==> config.mk <==
export PLATFORM = sky130hd
export DESIGN_NAME = sgfa_ctrl
export DESIGN_NICKNAME = d
export VERILOG_FILES = /design/src/sound_gain_fade_attenuator_macros.svh /design/src/sgfa_pkg.sv /design/src/sgfa_ctrl.sv
export SDC_FILE = /design/constraint.sdc
export NUM_CORES = 1
export LEC_CHECK = 0
export ABC_AREA = 1
export BUFFER_PORTS_ARGS = -buffer_cell sky130_fd_sc_hd__buf_2
export CAP_MARGIN = 20
export CORE_MARGIN = 2
export CORE_UTILIZATION = 60
export CTS_BUF_LIST = sky130_fd_sc_hd__clkbuf_8
export DETAILED_ROUTE_END_ITERATION = 6
export HOLD_SLACK_MARGIN = 0.06
export PLACE_DENSITY_LB_ADDON = 0.25
export SLEW_MARGIN = 20
export SYNTH_ARGS = -nofsm -noshare
export SYNTH_HDL_FRONTEND = slang
export SYNTH_SLANG_ARGS = --single-unit
==> constraint.sdc <==
create_clock -name clk -period 3.9 [get_ports clk]
set_input_delay 0.78 -clock clk [delete_from_list [all_inputs] [get_ports clk]]
set_output_delay 0.78 -clock clk [all_outputs]
set_load 0.1 [all_outputs]
==> src/sound_gain_fade_attenuator_macros.svh <==
// ----------------------------------------------------------------------------
// Assertion macros for the voice gain attenuator
// Concurrent check wrappers clocked on clk and disabled during reset.
// ----------------------------------------------------------------------------
`ifndef SOUND_GAIN_FADE_ATTENUATOR_MACROS_SVH
`define SOUND_GAIN_FADE_ATTENUATOR_MACROS_SVH

// same-cycle implication
`define SGFA_ASSERT_IMP(label, ante, cons) \
    label: assert property (@(posedge clk) disable iff (!rst_n) (ante) |-> (cons)) \
        else $error("sgfa: same-cycle check failed");

// next-cycle implication
`define SGFA_ASSERT_NEXT(label, ante, cons) \
    label: assert property (@(posedge clk) disable iff (!rst_n) (ante) |=> (cons)) \
        else $error("sgfa: next-cycle check failed");

`endif

==> src/sgfa_pkg.sv <==
// ----------------------------------------------------------------------------
// sgfa_pkg
// Shared types, constants and the millibel table of the voice gain attenuator.
// ----------------------------------------------------------------------------
package sgfa_pkg;

    localparam int LEVEL_STEPS_DEF = 16;
    localparam int FADE_MICROS_DEF = 1500000;

    localparam int GAIN_W     = 32;
    localparam int CNT_W      = 6;
    localparam int SQ_STEPS   = 3;
    localparam int SQRT_STEPS = 25;
    localparam int DIV_STEPS  = 16;
    localparam int FDIV_STEPS = 4;

    localparam logic [2:0] REG_SOURCE_X   = 3'd0;
    localparam logic [2:0] REG_SOURCE_Y   = 3'd1;
    localparam logic [2:0] REG_SOURCE_Z   = 3'd2;
    localparam logic [2:0] REG_VOICE_GAIN = 3'd3;
    localparam logic [2:0] REG_ATTEN_NEAR = 3'd4;
    localparam logic [2:0] REG_ATTEN_FAR  = 3'd5;
    localparam logic [2:0] REG_SPATIAL    = 3'd6;

    localparam logic [1:0] FADE_NONE = 2'd0;
    localparam logic [1:0] FADE_IN   = 2'd1;
    localparam logic [1:0] FADE_DOWN = 2'd2;

    typedef enum logic [3:0] {
        OP_NONE,
        OP_LOAD,
        OP_SQ,
        OP_SQRT,
        OP_ATTSET,
        OP_DIV,
        OP_ATTMUL,
        OP_FMUL,
        OP_FDIV,
        OP_SAT,
        OP_LVL1,
        OP_LVL2,
        OP_OUT
    } op_t;

    typedef struct packed {
        op_t        op;
        logic [1:0] sel;
    } cmd_t;

    typedef struct packed {
        logic spatial;
    } status_t;

    function automatic logic signed [12:0] mb_of(input logic [3:0] idx);
        logic signed [12:0] r;
        case (idx)
            4'd0:    r = -13'sd4000;
            4'd1:    r = -13'sd3600;
            4'd2:    r = -13'sd3200;
            4'd3:    r = -13'sd2800;
            4'd4:    r = -13'sd2400;
            4'd5:    r = -13'sd2100;
            4'd6:    r = -13'sd1800;
            4'd7:    r = -13'sd1500;
            4'd8:    r = -13'sd1200;
            4'd9:    r = -13'sd1000;
            4'd10:   r = -13'sd800;
            4'd11:   r = -13'sd600;
            4'd12:   r = -13'sd400;
            4'd13:   r = -13'sd200;
            4'd14:   r = -13'sd100;
            default: r = 13'sd0;
        endcase
        return r;
    endfunction

endpackage

==> src/sgfa_ctrl.sv <==
// ----------------------------------------------------------------------------
// sgfa_ctrl
// Sequencer: steps the datapath through one frame update and owns handshakes.
// ----------------------------------------------------------------------------
module sgfa_ctrl (
    input  logic               clk,
    input  logic               rst_n,
    input  logic               s_tvalid,
    output logic               s_tready,
    output logic               m_tvalid,
    input  logic               m_tready,
    input  sgfa_pkg::status_t  status,
    output sgfa_pkg::cmd_t     cmd
);

    typedef enum logic [11:0] {
        S_IDLE   = 12'b0000_0000_0001,
        S_SQ     = 12'b0000_0000_0010,
        S_SQRT   = 12'b0000_0000_0100,
        S_ATTSET = 12'b0000_0000_1000,
        S_DIV    = 12'b0000_0001_0000,
        S_ATTMUL = 12'b0000_0010_0000,
        S_FMUL   = 12'b0000_0100_0000,
        S_FDIV   = 12'b0000_1000_0000,
        S_SAT    = 12'b0001_0000_0000,
        S_LVL1   = 12'b0010_0000_0000,
        S_LVL2   = 12'b0100_0000_0000,
        S_OUT    = 12'b1000_0000_0000
    } state_t;

    localparam logic [sgfa_pkg::CNT_W-1:0] SQ_LAST   =
        sgfa_pkg::CNT_W'(sgfa_pkg::SQ_STEPS - 1);
    localparam logic [sgfa_pkg::CNT_W-1:0] SQRT_LAST =
        sgfa_pkg::CNT_W'(sgfa_pkg::SQRT_STEPS - 1);
    localparam logic [sgfa_pkg::CNT_W-1:0] DIV_LAST  =
        sgfa_pkg::CNT_W'(sgfa_pkg::DIV_STEPS - 1);
    localparam logic [sgfa_pkg::CNT_W-1:0] FDIV_LAST =
        sgfa_pkg::CNT_W'(sgfa_pkg::FDIV_STEPS - 1);

    state_t                      state_reg, state_next;
    logic [sgfa_pkg::CNT_W-1:0]  cnt_reg, cnt_next;
    logic                        mvalid_reg, mvalid_next;

    always_comb
    begin
        state_next  = state_reg;
        cnt_next    = cnt_reg + 1'b1;
        mvalid_next = mvalid_reg && !m_tready;
        s_tready    = 1'b0;
        cmd.op      = sgfa_pkg::OP_NONE;
        cmd.sel     = cnt_reg[1:0];
        case (state_reg)
            S_IDLE:
            begin
                s_tready = 1'b1;
                cnt_next = '0;
                if (s_tvalid)
                begin
                    cmd.op     = sgfa_pkg::OP_LOAD;
                    state_next = status.spatial ? S_SQ : S_FMUL;
                end
            end
            S_SQ:
            begin
                cmd.op = sgfa_pkg::OP_SQ;
                if (cnt_reg == SQ_LAST)
                begin
                    cnt_next   = '0;
                    state_next = S_SQRT;
                end
            end
            S_SQRT:
            begin
                cmd.op = sgfa_pkg::OP_SQRT;
                if (cnt_reg == SQRT_LAST)
                begin
                    state_next = S_ATTSET;
                end
            end
            S_ATTSET:
            begin
                cmd.op     = sgfa_pkg::OP_ATTSET;
                cnt_next   = '0;
                state_next = S_DIV;
            end
            S_DIV:
            begin
                cmd.op = sgfa_pkg::OP_DIV;
                if (cnt_reg == DIV_LAST)
                begin
                    state_next = S_ATTMUL;
                end
            end
            S_ATTMUL:
            begin
                cmd.op     = sgfa_pkg::OP_ATTMUL;
                state_next = S_FMUL;
            end
            S_FMUL:
            begin
                cmd.op     = sgfa_pkg::OP_FMUL;
                cnt_next   = '0;
                state_next = S_FDIV;
            end
            S_FDIV:
            begin
                cmd.op = sgfa_pkg::OP_FDIV;
                if (cnt_reg == FDIV_LAST)
                begin
                    state_next = S_SAT;
                end
            end
            S_SAT:
            begin
                cmd.op     = sgfa_pkg::OP_SAT;
                state_next = S_LVL1;
            end
            S_LVL1:
            begin
                cmd.op     = sgfa_pkg::OP_LVL1;
                state_next = S_LVL2;
            end
            S_LVL2:
            begin
                cmd.op     = sgfa_pkg::OP_LVL2;
                state_next = S_OUT;
            end
            S_OUT:
            begin
                if (!mvalid_reg || m_tready)
                begin
                    cmd.op      = sgfa_pkg::OP_OUT;
                    mvalid_next = 1'b1;
                    state_next  = S_IDLE;
                end
            end
            default:
            begin
                state_next = S_IDLE;
            end
        endcase
    end

    always_ff @(posedge clk or negedge rst_n)
    begin
        if (!rst_n)
        begin
            state_reg  <= S_IDLE;
            cnt_reg    <= '0;
            mvalid_reg <= 1'b0;
        end
        else
        begin
            state_reg  <= state_next;
            cnt_reg    <= cnt_next;
            mvalid_reg <= mvalid_next;
        end
    end

    assign m_tvalid = mvalid_reg;

endmodule

==> results.json <==
{
  "dp.final_hpwl_um": 1960,
  "routabilityCongestion": 0.840,
  "area_growth_pct": 9.26,
  "grt_pass1_wl_um": 4290,
  "synth_edf_count": 0,
  "via_per_inst": 5.15,
  "synth.cell_area_mm2": 0.00126,
  "finalHoldViolCount": 0,
  "final_max_slew_viol_count": 0,
  "wl_per_cell_um": 11.8,
  "path_cells": "nor2_1, nand2_2, nor2_4, nand2_1, nand2_1, nor2_1, nand2_1, buf_2",
  "most-common-layout-cells": "nand2_1 (45), inv_1 (24), nor2_1 (19)",
  "end_kind": "primary output",
  "setup_tns_ns": 0,
  "max_freq_mhz": 371,
  "grt_max_degree": 20,
  "yosys_warnings": 0,
  "cts-root-buf": "clkbuf_8",
  "initial_core_util_pct": 64.0,
  "period_needed_ns": 2.70,
  "die_h_um": 49.8,
  "critical_path_class": "register to primary output",
  "instances_no_fill": 209,
  "cts_tree": "done",
  "synthesis.nets": 177,
  "drc": 0,
  "drv_cap": 0,
  "clk_transition_reported_paths_ns": 0.07,
  "p_leak_nw": 0.760,
  "nets": 191,
  "cpMostUsedCell": "nand2_1",
  "pwr-share-comb_pct": 64.7,
  "io-pin-count": 13,
  "cts.sink_count": 19,
  "ant_nets": 0,
  "syn_inst": 169,
  "drt_iter0_markers": 19,
  "die_x_um": 49.8,
  "cts_buffers": 3,
  "grt_use_total_pct": 22.8,
  "dr_total_vias": 1076,
  "grt_pass1_vias": 1058,
  "power.internal_mw": 0.485,
  "core_area_mm2": 0.00196,
  "clkPwrFrac_pct": 11.7,
  "placed_cell_area_mm2": 0.00133,
  "hold_buffers": 0,
  "synth_cell_types": 28,
  "post_cts_buffers": 0,
  "tightest_slew_ns": 0.487,
  "fin_area_mm2": 0.00137,
  "rows": 16,
  "drive_gt1_share_pct": 24.2,
  "required_ns": 3.12,
  "hp-class": "input port to async pin",
  "port_buffers": 12,
  "swShare_pct": 58.5,
  "avgSynthCellArea_um2": 7.43,
  "critPathArrivalTime_ns": 1.92,
  "status": "completed",
  "whs_ns": 0.458,
  "dp_cells": 205,
  "path_max_fanout": 6,
  "dieArea_mm2": 0.00248,
  "slowest_stage": "dfrtp_1",
  "startpoint_type": "register",
  "antenna_found_initial": 0,
  "yosys_most_used_dff": "dfrtp_1",
  "final_common_cell": "nand2_1",
  "antennaDiodeCount": 0,
  "critical-path-top-delay-family": "simple AND/OR/NAND/NOR gates",
  "cellPowerDensity_mw_per_mm2": 851,
  "htree_levels": 1,
  "p_sw_mw": 0.683,
  "clk_latency_ns": 0.26,
  "synth-seq-area-share_pct": 37.9,
  "dr.pass1.iters": 4,
  "finalCritPeriodShare_pct": 69.2,
  "setup_viol": 0,
  "slew_headroom_pct": 67.8,
  "largest_register_ffs": 12,
  "path_buf_inv": 1,
  "cts_buffer_depth": 2,
  "ys_async_sr_fraction_pct": 100,
  "rsz0062_at_grt": "false",
  "cts-resized-gates": 0,
  "critical-path-max-stage-delay_ns": 0.42,
  "gr-total-overflow": 0,
  "skew_ns": 0.00191,
  "wirelength_um": 2460,
  "pwr-share-seq_pct": 23.6,
  "irDropWorstVdd_mv": 0.587,
  "synth_seq_cells": 19
}
[power by group through the flow]
stage	clock, mW	combinational [mW]	sequential, mW
final	0.136	0.756	0.276
after global routing	0.146	0.809	0.282
after CTS	0.140	0.759	0.276
after detailed placement	0	0.755	0.280
after global placement	0	0.741	0.276
after floorplan	0	0.674	0.270
[cells by family (layout without fill, tap and decap cells)]
logic type	after synthesis	after routing	synth area share, %
flip-flops	19	19	37.9
XOR/XNOR	4	4	2.79
adder cells (fa/ha/maj)	3	3	2.99
buffers and inverters	30	43	9.96
AND/OR/NAND/NOR	107	107	43.9
AO/OA/AOI/OAI	6	6	2.39
[per-layer routing]
layer / track usage [%] / part of all wire, % / wire [µm] / vias to the layer above
li1: - / - / - / 538
met1: 25.0 / 42 / 1030 / 503
met2: 43.1 / 52 / 1270 / 30
met3: 3.03 / 4.8 / 117 / 5
met4: 9.72 / 1.8 / 44 / 0
met5: 0 / 0 / 0 / -
[worst paths after layout]
kind,from,end,slack [ns],cells past startpoint
worst max register to register,state_reg[1],cnt_reg[2],2.29,7
worst max-delay path,state_reg[1],cmd[4],1.20,8
max in group asynchronous,rst_n,state_reg[0],3.11,1
worst min-delay path,rst_n,cnt_reg[4],0.46,1
worst min register to register,cnt_reg[0],cnt_reg[0],0.52,1
min in group clk,cnt_reg[0],cnt_reg[0],0.52,1
[final cells by class]
class                      count  area [µm²]
multi-input combinational    120         654
fill                         179         589
sequential                    19         477
inverter                      27         103
timing repair buffer          12        60.1
clock buffer                   3        41.3
tap                           27        33.8
clock inverter                 1        3.75
[per-stage QoR]
| stage | setup WS [ns] | utilization, % | power (mW) |
|---|---|---|---|
| global placement | 1.49 | 67.7 | 1.02 |
| finish | 1.20 | 70.0 | 1.17 |
| detailed placement | 1.49 | 67.7 | 1.03 |
| floorplan | 0.975 | - | 0.945 |
| CTS | 1.22 | 70.0 | 1.17 |
| global route | 1.11 | 70.0 | 1.24 |
[Yosys cell counts, types with 3 or more instances]
| library cell | number | share of area [%] |
|---|---|---|
| nand2_1 | 45 | 13 |
| inv_1 | 23 | 6.9 |
| nor2_1 | 19 | 5.7 |
| dfrtp_1 | 18 | 36 |
| nor2_2 | 11 | 5.5 |
| nand3_1 | 7 | 2.8 |
| nor3_1 | 5 | 2.0 |
| nand2_4 | 4 | 3.6 |
| buf_4 | 3 | 1.8 |
| ha_1 | 3 | 3.0 |
| inv_2 | 3 | 0.90 |
| nand2_2 | 3 | 1.5 |
| nand4_1 | 3 | 1.5 |
| nor2_4 | 3 | 2.7 |
Note: power is estimated with default switching activity, not from simulation.
